===== src/design/positional_linked_list_macros.svh =====
// Assertion macros shared by the list controller and datapath.
// Each one samples on the rising edge of i_clk and is off while i_rst_n is low.
`ifndef POSITIONAL_LINKED_LIST_MACROS_SVH
`define POSITIONAL_LINKED_LIST_MACROS_SVH

// A property that must hold at every clock edge.
`define PLL_ASSERT(label, prop, msg) \
    label: assert property (@(posedge i_clk) disable iff (!i_rst_n) (prop)) \
        else $error(msg);

// A condition that must hold in the same cycle as its trigger.
`define PLL_ASSERT_IMP(label, ante, cons, msg) \
    label: assert property (@(posedge i_clk) disable iff (!i_rst_n) (ante) |-> (cons)) \
        else $error(msg);

`endif


===== src/design/pll_pkg.sv =====
package pll_pkg;

    // Field widths of the request and result items.
    localparam int FUNC_W     = 3;
    localparam int POS_W      = 8;
    localparam int VALUE_W    = 32;
    localparam int STATUS_W   = 2;
    localparam int LEN_W      = 7;
    localparam int IN_TDATA_W  = 48;
    localparam int OUT_TDATA_W = 48;

    // Operation codes carried by a request.
    localparam logic [FUNC_W-1:0] FUNC_INS_HEAD = 3'd0;
    localparam logic [FUNC_W-1:0] FUNC_INS_TAIL = 3'd1;
    localparam logic [FUNC_W-1:0] FUNC_INS_POS  = 3'd2;
    localparam logic [FUNC_W-1:0] FUNC_DELETE   = 3'd3;
    localparam logic [FUNC_W-1:0] FUNC_READ_ALL = 3'd4;

    // Result status codes.
    localparam logic [STATUS_W-1:0] ST_OK      = 2'd0;
    localparam logic [STATUS_W-1:0] ST_FULL    = 2'd1;
    localparam logic [STATUS_W-1:0] ST_EMPTY   = 2'd2;
    localparam logic [STATUS_W-1:0] ST_BAD_POS = 2'd3;

    // List update actions that the datapath carries out.
    localparam int ACT_W = 3;
    localparam logic [ACT_W-1:0] ACT_NONE     = 3'd0;
    localparam logic [ACT_W-1:0] ACT_INS_HEAD = 3'd1;
    localparam logic [ACT_W-1:0] ACT_INS_TAIL = 3'd2;
    localparam logic [ACT_W-1:0] ACT_MID_NEW  = 3'd3;
    localparam logic [ACT_W-1:0] ACT_MID_LINK = 3'd4;
    localparam logic [ACT_W-1:0] ACT_DEL_HEAD = 3'd5;
    localparam logic [ACT_W-1:0] ACT_DEL_MID  = 3'd6;

    // Commands from the controller to the datapath.
    typedef struct packed {
        logic                load_req;
        logic                walk_start;
        logic                tgt_minus1;
        logic                advance;
        logic [ACT_W-1:0]    act;
        logic                emit_elem;
        logic                emit_res;
        logic [STATUS_W-1:0] res_status;
    } t_cmd;

    // Status from the datapath back to the controller.
    typedef struct packed {
        logic [FUNC_W-1:0] func;
        logic              full;
        logic              count_zero;
        logic              pos_zero;
        logic              pos_one;
        logic              pos_ge_count;
        logic              pos_gt_count;
        logic              walk_last;
        logic              read_last;
        logic              out_free;
    } t_stat;

endpackage


===== src/design/positional_linked_list.sv =====
// Flow: a request is decided after acceptance; inserts that land at the head or tail and errors then
// give their registered result, and read-out gives its elements; inserts inside the list first walk
// to the position, then write the new node and relink it, and deletes past the head walk and unlink.
// Throughput: one request at a time; the walk follows one link per cycle, and read-out gives one
// element per cycle while the receiver takes each one.
// Reset (synchronous, active low) empties the list and frees all nodes; no clearing pass.
module positional_linked_list #(
    parameter int CAPACITY = 32
) (
    input  logic                               i_clk,
    input  logic                               i_rst_n,
    input  logic                               i_s_tvalid,
    output logic                               o_s_tready,
    // func [2:0], position [10:3], value [42:11], unused [47:43]
    input  logic [pll_pkg::IN_TDATA_W-1:0]     i_s_tdata,
    output logic                               o_m_tvalid,
    input  logic                               i_m_tready,
    // status [1:0], length [8:2], element [40:9], zero fill [47:41]
    output logic [pll_pkg::OUT_TDATA_W-1:0]    o_m_tdata,
    output logic                               o_m_tlast
);

    localparam int FUNC_LO = 0;
    localparam int POS_LO  = FUNC_LO + pll_pkg::FUNC_W;
    localparam int VAL_LO  = POS_LO + pll_pkg::POS_W;
    localparam int OUT_USED = pll_pkg::STATUS_W + pll_pkg::LEN_W + pll_pkg::VALUE_W;

    pll_pkg::t_cmd  cmd;
    pll_pkg::t_stat stat;

    logic [pll_pkg::FUNC_W-1:0]   req_func;
    logic [pll_pkg::POS_W-1:0]    req_pos;
    logic [pll_pkg::VALUE_W-1:0]  req_value;
    logic [pll_pkg::STATUS_W-1:0] res_status;
    logic [pll_pkg::LEN_W-1:0]    res_length;
    logic [pll_pkg::VALUE_W-1:0]  res_element;

    // Unpack the request fields.
    assign req_func  = i_s_tdata[FUNC_LO +: pll_pkg::FUNC_W];
    assign req_pos   = i_s_tdata[POS_LO +: pll_pkg::POS_W];
    assign req_value = i_s_tdata[VAL_LO +: pll_pkg::VALUE_W];

    // Pack the result fields.
    assign o_m_tdata = {(pll_pkg::OUT_TDATA_W - OUT_USED)'(0), res_element, res_length,
                        res_status};

    pll_ctrl u_ctrl (
        .i_clk      (i_clk),
        .i_rst_n    (i_rst_n),
        .i_s_tvalid (i_s_tvalid),
        .o_s_tready (o_s_tready),
        .i_stat     (stat),
        .o_cmd      (cmd)
    );

    pll_datapath #(
        .CAPACITY (CAPACITY)
    ) u_datapath (
        .i_clk      (i_clk),
        .i_rst_n    (i_rst_n),
        .i_func     (req_func),
        .i_pos      (req_pos),
        .i_value    (req_value),
        .i_cmd      (cmd),
        .o_stat     (stat),
        .i_m_tready (i_m_tready),
        .o_m_tvalid (o_m_tvalid),
        .o_status   (res_status),
        .o_length   (res_length),
        .o_element  (res_element),
        .o_last     (o_m_tlast)
    );

endmodule


===== src/design/pll_ram.sv =====
module pll_ram #(
    parameter int WIDTH = 32,
    parameter int DEPTH = 32
) (
    input  logic                     i_clk,
    input  logic                     i_we,
    input  logic [$clog2(DEPTH)-1:0] i_waddr,
    input  logic [WIDTH-1:0]         i_wdata,
    input  logic [$clog2(DEPTH)-1:0] i_raddr,
    output logic [WIDTH-1:0]         o_rdata
);

    logic [WIDTH-1:0] r_mem [DEPTH];
    logic [WIDTH-1:0] r_rdata;

    // One write port and one registered read port.
    always_ff @(posedge i_clk) begin
        if (i_we) begin
            r_mem[i_waddr] <= i_wdata;
        end
        r_rdata <= r_mem[i_raddr];
    end

    assign o_rdata = r_rdata;

endmodule


===== src/design/pll_datapath.sv =====
`include "positional_linked_list_macros.svh"

module pll_datapath #(
    parameter int CAPACITY = 32
) (
    input  logic                            i_clk,
    input  logic                            i_rst_n,
    input  logic [pll_pkg::FUNC_W-1:0]      i_func,
    input  logic [pll_pkg::POS_W-1:0]       i_pos,
    input  logic signed [pll_pkg::VALUE_W-1:0] i_value,
    input  pll_pkg::t_cmd                   i_cmd,
    output pll_pkg::t_stat                  o_stat,
    input  logic                            i_m_tready,
    output logic                            o_m_tvalid,
    output logic [pll_pkg::STATUS_W-1:0]    o_status,
    output logic [pll_pkg::LEN_W-1:0]       o_length,
    output logic signed [pll_pkg::VALUE_W-1:0] o_element,
    output logic                            o_last
);

    localparam int PW = $clog2(CAPACITY);
    localparam int CW = $clog2(CAPACITY + 1);

    // Latched request.
    logic [pll_pkg::FUNC_W-1:0]  r_func;
    logic [pll_pkg::POS_W-1:0]   r_pos;
    logic [pll_pkg::VALUE_W-1:0] r_value;

    // List state.
    logic [PW-1:0]       r_head, n_head;
    logic [PW-1:0]       r_tail, n_tail;
    logic [CW-1:0]       r_count, n_count;
    logic [CAPACITY-1:0] r_free, n_free;

    // Walk state.
    logic [PW-1:0] r_cur, n_cur;
    logic [PW-1:0] r_prev;
    logic [PW-1:0] r_node;
    logic [CW-1:0] r_steps;
    logic [CW-1:0] r_target;
    logic [CW-1:0] steps_inc;

    // Output register.
    logic                            r_out_valid;
    logic [pll_pkg::STATUS_W-1:0]    r_out_status;
    logic [pll_pkg::LEN_W-1:0]       r_out_len;
    logic [pll_pkg::VALUE_W-1:0]     r_out_elem;
    logic                            r_out_last;
    logic                            out_free;

    // Memory ports.
    logic [PW-1:0]               free_idx;
    logic                        lnk_we;
    logic [PW-1:0]               lnk_waddr;
    logic [PW-1:0]               lnk_wdata;
    logic [PW-1:0]               lnk_rdata;
    logic                        val_we;
    logic [pll_pkg::VALUE_W-1:0] val_rdata;

    assign out_free  = !r_out_valid || i_m_tready;
    assign steps_inc = CW'(r_steps + 1'b1);

    // Lowest-numbered free node.
    always_comb begin
        free_idx = '0;
        for (int i = CAPACITY - 1; i >= 0; i--) begin
            if (r_free[i]) begin
                free_idx = PW'(i);
            end
        end
    end

    // The read address follows the next walk pointer, so the read data
    // always holds the entries of the current node.
    always_comb begin
        if (i_cmd.load_req) begin
            n_cur = r_head;
        end else if (i_cmd.advance) begin
            n_cur = lnk_rdata;
        end else begin
            n_cur = r_cur;
        end
    end

    // List updates.
    always_comb begin
        n_head    = r_head;
        n_tail    = r_tail;
        n_count   = r_count;
        n_free    = r_free;
        lnk_we    = 1'b0;
        lnk_waddr = '0;
        lnk_wdata = '0;
        val_we    = 1'b0;
        case (i_cmd.act)
            pll_pkg::ACT_INS_HEAD: begin
                val_we    = 1'b1;
                lnk_we    = 1'b1;
                lnk_waddr = free_idx;
                lnk_wdata = r_head;
                if (r_count == '0) begin
                    n_tail = free_idx;
                end
                n_head           = free_idx;
                n_count          = CW'(r_count + 1'b1);
                n_free[free_idx] = 1'b0;
            end
            pll_pkg::ACT_INS_TAIL: begin
                val_we = 1'b1;
                if (r_count == '0) begin
                    n_head = free_idx;
                end else begin
                    lnk_we    = 1'b1;
                    lnk_waddr = r_tail;
                    lnk_wdata = free_idx;
                end
                n_tail           = free_idx;
                n_count          = CW'(r_count + 1'b1);
                n_free[free_idx] = 1'b0;
            end
            pll_pkg::ACT_MID_NEW: begin
                val_we           = 1'b1;
                lnk_we           = 1'b1;
                lnk_waddr        = free_idx;
                lnk_wdata        = r_cur;
                n_count          = CW'(r_count + 1'b1);
                n_free[free_idx] = 1'b0;
            end
            pll_pkg::ACT_MID_LINK: begin
                lnk_we    = 1'b1;
                lnk_waddr = r_prev;
                lnk_wdata = r_node;
            end
            pll_pkg::ACT_DEL_HEAD: begin
                if (r_count == CW'(1)) begin
                    n_head = '0;
                    n_tail = '0;
                end else begin
                    n_head = lnk_rdata;
                end
                n_free[r_cur] = 1'b1;
                n_count       = CW'(r_count - 1'b1);
            end
            pll_pkg::ACT_DEL_MID: begin
                lnk_we    = 1'b1;
                lnk_waddr = r_prev;
                lnk_wdata = lnk_rdata;
                if (r_cur == r_tail) begin
                    n_tail = r_prev;
                end
                n_free[r_cur] = 1'b1;
                n_count       = CW'(r_count - 1'b1);
            end
            default: begin
            end
        endcase
    end

    // List state registers.
    always_ff @(posedge i_clk) begin
        if (!i_rst_n) begin
            r_head  <= '0;
            r_tail  <= '0;
            r_count <= '0;
            r_free  <= '1;
        end else begin
            r_head  <= n_head;
            r_tail  <= n_tail;
            r_count <= n_count;
            r_free  <= n_free;
        end
    end

    // Request latch and walk registers.
    always_ff @(posedge i_clk) begin
        if (!i_rst_n) begin
            r_cur    <= '0;
            r_prev   <= '0;
            r_steps  <= '0;
            r_target <= '0;
        end else begin
            r_cur <= n_cur;
            if (i_cmd.advance) begin
                r_prev  <= r_cur;
                r_steps <= steps_inc;
            end
            if (i_cmd.walk_start) begin
                r_steps  <= '0;
                r_target <= i_cmd.tgt_minus1 ? CW'(r_pos - 1'b1) : CW'(r_pos);
            end
        end
    end

    always_ff @(posedge i_clk) begin
        if (i_cmd.load_req) begin
            r_func  <= i_func;
            r_pos   <= i_pos;
            r_value <= i_value;
        end
        if (i_cmd.act == pll_pkg::ACT_MID_NEW) begin
            r_node <= free_idx;
        end
    end

    // Output register.
    always_ff @(posedge i_clk) begin
        if (!i_rst_n) begin
            r_out_valid <= 1'b0;
        end else if (i_cmd.emit_elem || i_cmd.emit_res) begin
            r_out_valid <= 1'b1;
        end else if (i_m_tready) begin
            r_out_valid <= 1'b0;
        end
    end

    always_ff @(posedge i_clk) begin
        if (i_cmd.emit_elem) begin
            r_out_status <= pll_pkg::ST_OK;
            r_out_len    <= pll_pkg::LEN_W'(r_count);
            r_out_elem   <= val_rdata;
            r_out_last   <= (steps_inc == r_count);
        end else if (i_cmd.emit_res) begin
            r_out_status <= i_cmd.res_status;
            r_out_len    <= pll_pkg::LEN_W'(r_count);
            r_out_elem   <= '0;
            r_out_last   <= 1'b1;
        end
    end

    // Node stores.
    pll_ram #(
        .WIDTH (PW),
        .DEPTH (CAPACITY)
    ) u_link_ram (
        .i_clk   (i_clk),
        .i_we    (lnk_we),
        .i_waddr (lnk_waddr),
        .i_wdata (lnk_wdata),
        .i_raddr (n_cur),
        .o_rdata (lnk_rdata)
    );

    pll_ram #(
        .WIDTH (pll_pkg::VALUE_W),
        .DEPTH (CAPACITY)
    ) u_value_ram (
        .i_clk   (i_clk),
        .i_we    (val_we),
        .i_waddr (free_idx),
        .i_wdata (r_value),
        .i_raddr (n_cur),
        .o_rdata (val_rdata)
    );

    // Status toward the controller.
    always_comb begin
        o_stat.func         = r_func;
        o_stat.full         = (r_count == CW'(CAPACITY));
        o_stat.count_zero   = (r_count == '0);
        o_stat.pos_zero     = (r_pos == '0);
        o_stat.pos_one      = (r_pos == pll_pkg::POS_W'(1));
        o_stat.pos_ge_count = (r_pos >= pll_pkg::POS_W'(r_count));
        o_stat.pos_gt_count = (r_pos > pll_pkg::POS_W'(r_count));
        o_stat.walk_last    = (steps_inc == r_target);
        o_stat.read_last    = (steps_inc == r_count);
        o_stat.out_free     = out_free;
    end

    assign o_m_tvalid = r_out_valid;
    assign o_status   = r_out_status;
    assign o_length   = r_out_len;
    assign o_element  = r_out_elem;
    assign o_last     = r_out_last;

    // Every node is either free or on the list.
    `PLL_ASSERT(a_pool_balance, $countones(r_free) + int'(r_count) == CAPACITY, "node pool out of balance")
    // A result is only loaded when the output register can take it.
    `PLL_ASSERT_IMP(a_emit_free, i_cmd.emit_elem || i_cmd.emit_res, out_free, "result overwrote a pending one")

endmodule


===== src/design/pll_ctrl.sv =====
`include "positional_linked_list_macros.svh"

module pll_ctrl (
    input  logic           i_clk,
    input  logic           i_rst_n,
    input  logic           i_s_tvalid,
    output logic           o_s_tready,
    input  pll_pkg::t_stat i_stat,
    output pll_pkg::t_cmd  o_cmd
);

    localparam logic [2:0] S_IDLE   = 3'd0;
    localparam logic [2:0] S_DECIDE = 3'd1;
    localparam logic [2:0] S_WALK   = 3'd2;
    localparam logic [2:0] S_MID1   = 3'd3;
    localparam logic [2:0] S_MID2   = 3'd4;
    localparam logic [2:0] S_DELM   = 3'd5;
    localparam logic [2:0] S_READ   = 3'd6;
    localparam logic [2:0] S_RESULT = 3'd7;

    logic [2:0]                   r_state, n_state;
    logic [pll_pkg::STATUS_W-1:0] r_status, n_status;

    assign o_s_tready = (r_state == S_IDLE);

    // Sequencing of one request.
    always_comb begin
        o_cmd    = '0;
        n_state  = r_state;
        n_status = r_status;
        case (r_state)
            S_IDLE: begin
                o_cmd.load_req = i_s_tvalid;
                if (i_s_tvalid) begin
                    n_state = S_DECIDE;
                end
            end
            S_DECIDE: begin
                n_status = pll_pkg::ST_OK;
                n_state  = S_RESULT;
                case (i_stat.func)
                    pll_pkg::FUNC_INS_HEAD, pll_pkg::FUNC_INS_TAIL,
                    pll_pkg::FUNC_INS_POS: begin
                        if (i_stat.full) begin
                            n_status = pll_pkg::ST_FULL;
                        end else if (i_stat.func == pll_pkg::FUNC_INS_HEAD ||
                                     (i_stat.func == pll_pkg::FUNC_INS_POS &&
                                      i_stat.pos_zero)) begin
                            o_cmd.act = pll_pkg::ACT_INS_HEAD;
                        end else if (i_stat.func == pll_pkg::FUNC_INS_TAIL ||
                                     i_stat.pos_ge_count) begin
                            o_cmd.act = pll_pkg::ACT_INS_TAIL;
                        end else begin
                            o_cmd.walk_start = 1'b1;
                            n_state          = S_WALK;
                        end
                    end
                    pll_pkg::FUNC_DELETE: begin
                        if (i_stat.count_zero) begin
                            n_status = pll_pkg::ST_EMPTY;
                        end else if (i_stat.pos_zero || i_stat.pos_gt_count) begin
                            n_status = pll_pkg::ST_BAD_POS;
                        end else if (i_stat.pos_one) begin
                            o_cmd.act = pll_pkg::ACT_DEL_HEAD;
                        end else begin
                            o_cmd.walk_start = 1'b1;
                            o_cmd.tgt_minus1 = 1'b1;
                            n_state          = S_WALK;
                        end
                    end
                    pll_pkg::FUNC_READ_ALL: begin
                        if (!i_stat.count_zero) begin
                            o_cmd.walk_start = 1'b1;
                            n_state          = S_READ;
                        end
                    end
                    default: begin
                    end
                endcase
            end
            S_WALK: begin
                o_cmd.advance = 1'b1;
                if (i_stat.walk_last) begin
                    n_state = (i_stat.func == pll_pkg::FUNC_INS_POS) ? S_MID1 : S_DELM;
                end
            end
            S_MID1: begin
                o_cmd.act = pll_pkg::ACT_MID_NEW;
                n_state   = S_MID2;
            end
            S_MID2: begin
                o_cmd.act = pll_pkg::ACT_MID_LINK;
                n_state   = S_RESULT;
            end
            S_DELM: begin
                o_cmd.act = pll_pkg::ACT_DEL_MID;
                n_state   = S_RESULT;
            end
            S_READ: begin
                if (i_stat.out_free) begin
                    o_cmd.emit_elem = 1'b1;
                    o_cmd.advance   = 1'b1;
                    if (i_stat.read_last) begin
                        n_state = S_IDLE;
                    end
                end
            end
            S_RESULT: begin
                o_cmd.res_status = r_status;
                if (i_stat.out_free) begin
                    o_cmd.emit_res = 1'b1;
                    n_state        = S_IDLE;
                end
            end
            default: begin
                n_state = S_IDLE;
            end
        endcase
    end

    // State registers.
    always_ff @(posedge i_clk) begin
        if (!i_rst_n) begin
            r_state  <= S_IDLE;
            r_status <= pll_pkg::ST_OK;
        end else begin
            r_state  <= n_state;
            r_status <= n_status;
        end
    end

    // Only position inserts and deletes walk the list.
    `PLL_ASSERT_IMP(a_walk_func, r_state == S_WALK, i_stat.func == pll_pkg::FUNC_INS_POS || i_stat.func == pll_pkg::FUNC_DELETE, "walk for a request that needs none")
    // A read-out runs only over a non-empty list.
    `PLL_ASSERT_IMP(a_read_nonempty, r_state == S_READ, !i_stat.count_zero, "read-out of an empty list")

endmodule


===== config.mk =====
export PLATFORM = sky130hd
export DESIGN_NAME = positional_linked_list
export DESIGN_NICKNAME = d
export VERILOG_FILES = /design/src/design/pll_pkg.sv /design/src/design/positional_linked_list.sv /design/src/design/pll_ram.sv /design/src/design/pll_datapath.sv /design/src/design/pll_ctrl.sv
export VERILOG_INCLUDE_DIRS = /design/src /design/src/design
export SDC_FILE = /design/constraint.sdc
export NUM_CORES = 2
export LEC_CHECK = 0
export ABC_CLOCK_PERIOD_IN_PS = 8200
export CORE_MARGIN = 2
export CORE_UTILIZATION = 63
export DETAILED_ROUTE_END_ITERATION = 10
export DONT_BUFFER_PORTS = 1
export HOLD_SLACK_MARGIN = 0.12
export PLACE_DENSITY = 0.86
export SLEW_MARGIN = 5
export SYNTH_ARGS = -nofsm -noshare
export SYNTH_HDL_FRONTEND = slang
export SYNTH_SLANG_ARGS = --single-unit
export TNS_END_PERCENT = 5

===== constraint.sdc =====
create_clock -name i_clk -period 8.2 [get_ports i_clk]
set_input_delay 0 -clock i_clk [delete_from_list [all_inputs] [get_ports i_clk]]
set_output_delay 0 -clock i_clk [all_outputs]
set_load 0.01 [all_outputs]

==> flow_summary.toml <==
[sta]
clock.fmax_ghz = 0.166
fin_ws_ps = 2180
slew-limit-headroom = 0.0770
slew_viol_final = 0
setup_violations = 0
skew_ps = 49.2
fin_crit_sh = 0.735
post-route-min-period_ps = 6020
finalHoldViolations = 0
rsz0062_at_grt = "no"
whs_ps = 225
setup_tns_ps = 0
worst_pin_slew_ps = 1380

[layout]
fill_cells = 4896
syn_to_final_growth_pct = 12.0
fin_cells = 5268
final_common_cell = "edfxtp_1"
final_layout_size_suffix_gt1_frac = 0.0815
final_cell_mix = "1271 x edfxtp_1, 937 x nand2_1, 335 x a21oi_1"
fin_util = 0.713
final_area_um2 = 60700
nets = 4083

[synth]
synthCells = 3977
synth_area_leaders = "edfxtp_1 70%, nand2_1 6.5%, a32oi_1 4.8%"
yosys.area.top_type = "edfxtp_1"
yosysSeqAreaShare = 0.747
yosys_register_bits = 1386
synthFlopType = "edfxtp_1"
ys_types = 76
ys_warn_count = 0
synth.avg_cell_area_um2 = 13.6
netlist_area_um2 = 54200
synth_top_area_frac = 0.704
async_flop_share = 0
synth_edf_count = 1271

[global_routing]
antenna_found_initial = 4
grt_pass1_wl_um = 218000
overflow = 0
grtUsageTotal = 0.328
grt_pass1_vias = 35800
grt_max_degree = 187

[flow_run]
maxCapViolCount = 0

[die]
die-area_um2 = 88400
die_y_um = 297
rows = 107
dieWidth_um = 297
io_pins = 103
core-area_um2 = 85100
start_util = 0.636

[critical_path]
path_max_fanout = 20
crit_type = "reg2reg"
r2r-end = "u_datapath.u_value_ram.r_mem[31][11]"
worstRegToRegCells = 15
cp.required_ps = 8590
r2r_start = "u_datapath.r_count[2]"
cp.arrival_ps = 6410
worstSetupStartpoint = "u_datapath.r_count[2]"
startpoint_type = "flip-flop"
crit_end = "u_datapath.u_value_ram.r_mem[31][11]"
cp-end-kind = "flip-flop"
ff2ff_setup_slack_ps = 2180

[routing]
viasPerCell = 7.02
wire_per_inst_um = 28.2
drtIter0Drc = 7255
vias = 37000
met2_length_um = 69300
drc = 0
first_pass_iters = 10
wl_met3_um = 20600
wl_um = 148000
ant_nets = 0
top_layer = "met5"
wl_met1_um = 50100

[placement]
place.gp.congestion = 0.911
dp_cells = 4931
placed_area_um2 = 55400
pre_cts_ws_ps = 2330
io_buffers = 0
dp_hpwl_um = 74400

[hold_path]
min_path_type = "in2reg"

[clock_tree]
cts_sinks = 1386
cts_buffers = 133
clockBufferDepth = 3
cts.clk_slew.worst_paths_ps = 60
cts_tree = "yes"
cts_root_buf = "clkbuf_16"
clkLatencyLatePin_ps = 770
htree_levels = 4

[power]
p_total_mw = 24.7
powerDensity_nw_per_um2 = 407
max-vdd-ir-drop_uv = 366
p_leak_nw = 20.0

[outcome]
run_status = "completed"
[synthesized netlist by cell type (all sizes together), types with 17 or more instances]
master and n:
o21ai 33, nand2 944, and2 40, dfxtp 115, ha 17, nor2 136, a32oi 296, a21oi 336
nor4 47, clkbuf 128, buf 146, inv 30, nor3 26, edfxtp 1271, nand3 32, a211oi 19
o22ai 149, xnor2 20
[metal layers]
metal | vias to the layer above | track usage
met5 | - | 0
met2 | 3527 | 0.510
met3 | 655 | 0.0827
met1 | 17600 | 0.430
met4 | 4 | 0.181
li1 | 15200 | -
[report_power, final]
part | switching (mW) | internal, mW | leakage (nW)
clock network | 2.78 | 3.39 | 2.12
registers | 0.569 | 8.50 | 12.5
logic | 6.78 | 2.66 | 5.42
[worst min-delay path by stage]
stage | end | from | cells past startpoint
3_3_place_gp | u_datapath.r_func[2] | i_s_tdata[2] | 0
5_1_grt | u_datapath.r_free[24] | i_rst_n | 3
2_1_floorplan | u_datapath.r_func[0] | i_s_tdata[0] | 0
6_report | u_ctrl.r_state[2] | i_m_tready | 5
3_5_place_dp | u_datapath.r_value[0] | i_s_tdata[11] | 0
4_1_cts | u_ctrl.r_state[2] | i_m_tready | 5
[worst max-delay path, cell delays in order (launching register included)]
cell and delay (ps):
dfxtp_1 500, inv_1 160, ha_1 350, a21o_1 180, a221oi_1 290, o311a_1 340, and2_1 240, a221oi_1 90
or3_1 400, inv_1 110, ha_1 520, nor3_1 250, nor3_1 280, nand2b_1 600, nor2_4 820, buf_4 530
[kinds of logic (layout without fill, tap and decap cells)]
kind of cell,Yosys count,in the layout,synth area share
other,1,10,0.0000692
DFF,1386,1386,0.747
xor gates and xnor gates,35,35,0.00591
buffers and inverters,305,443,0.0247
adders and majority gates,17,17,0.00393
muxes,14,14,0.00259
and+or+nand+nor,1291,1291,0.0991
AOI/OAI and AO/OA,928,928,0.117
[flip-flops by register name, indices dropped and copies added, names as in the netlist, 6 cells and up]
name,count
u_datapath.u_value_ram.o_rdata,32
u_datapath.o_length,6
u_datapath.r_value,32
u_datapath.u_link_ram.r_mem,160
u_datapath.r_pos,8
u_datapath.o_element,32
u_datapath.r_steps,6
u_datapath.u_value_ram.r_mem,1024
u_datapath.r_count,6
u_datapath.r_target,6
u_datapath.r_free,32
[layout make-up]
class	instances	area, µm²	share of cell area
antenna	2	5.00	0.0000825
clock buffer	168	3560	0.0587
multi-input combinational	2293	12700	0.209
clock inverter	75	822	0.0135
tap	1144	1430	0.0236
inverter	31	116	0.00192
timing repair buffer	169	1620	0.0267
sequential	1386	40500	0.667
[repair_timing]
| item | 4_1_cts | 5_1_grt |
|---|---|---|
| gates resized for setup | 0 | 0 |
| buffers inserted | 0 | 0 |
| hold buffers | 92 | 0 |
| endpoints found under the hold margin | 127 | 0 |
No activity file was read; power rests on OpenSTA's default activity.
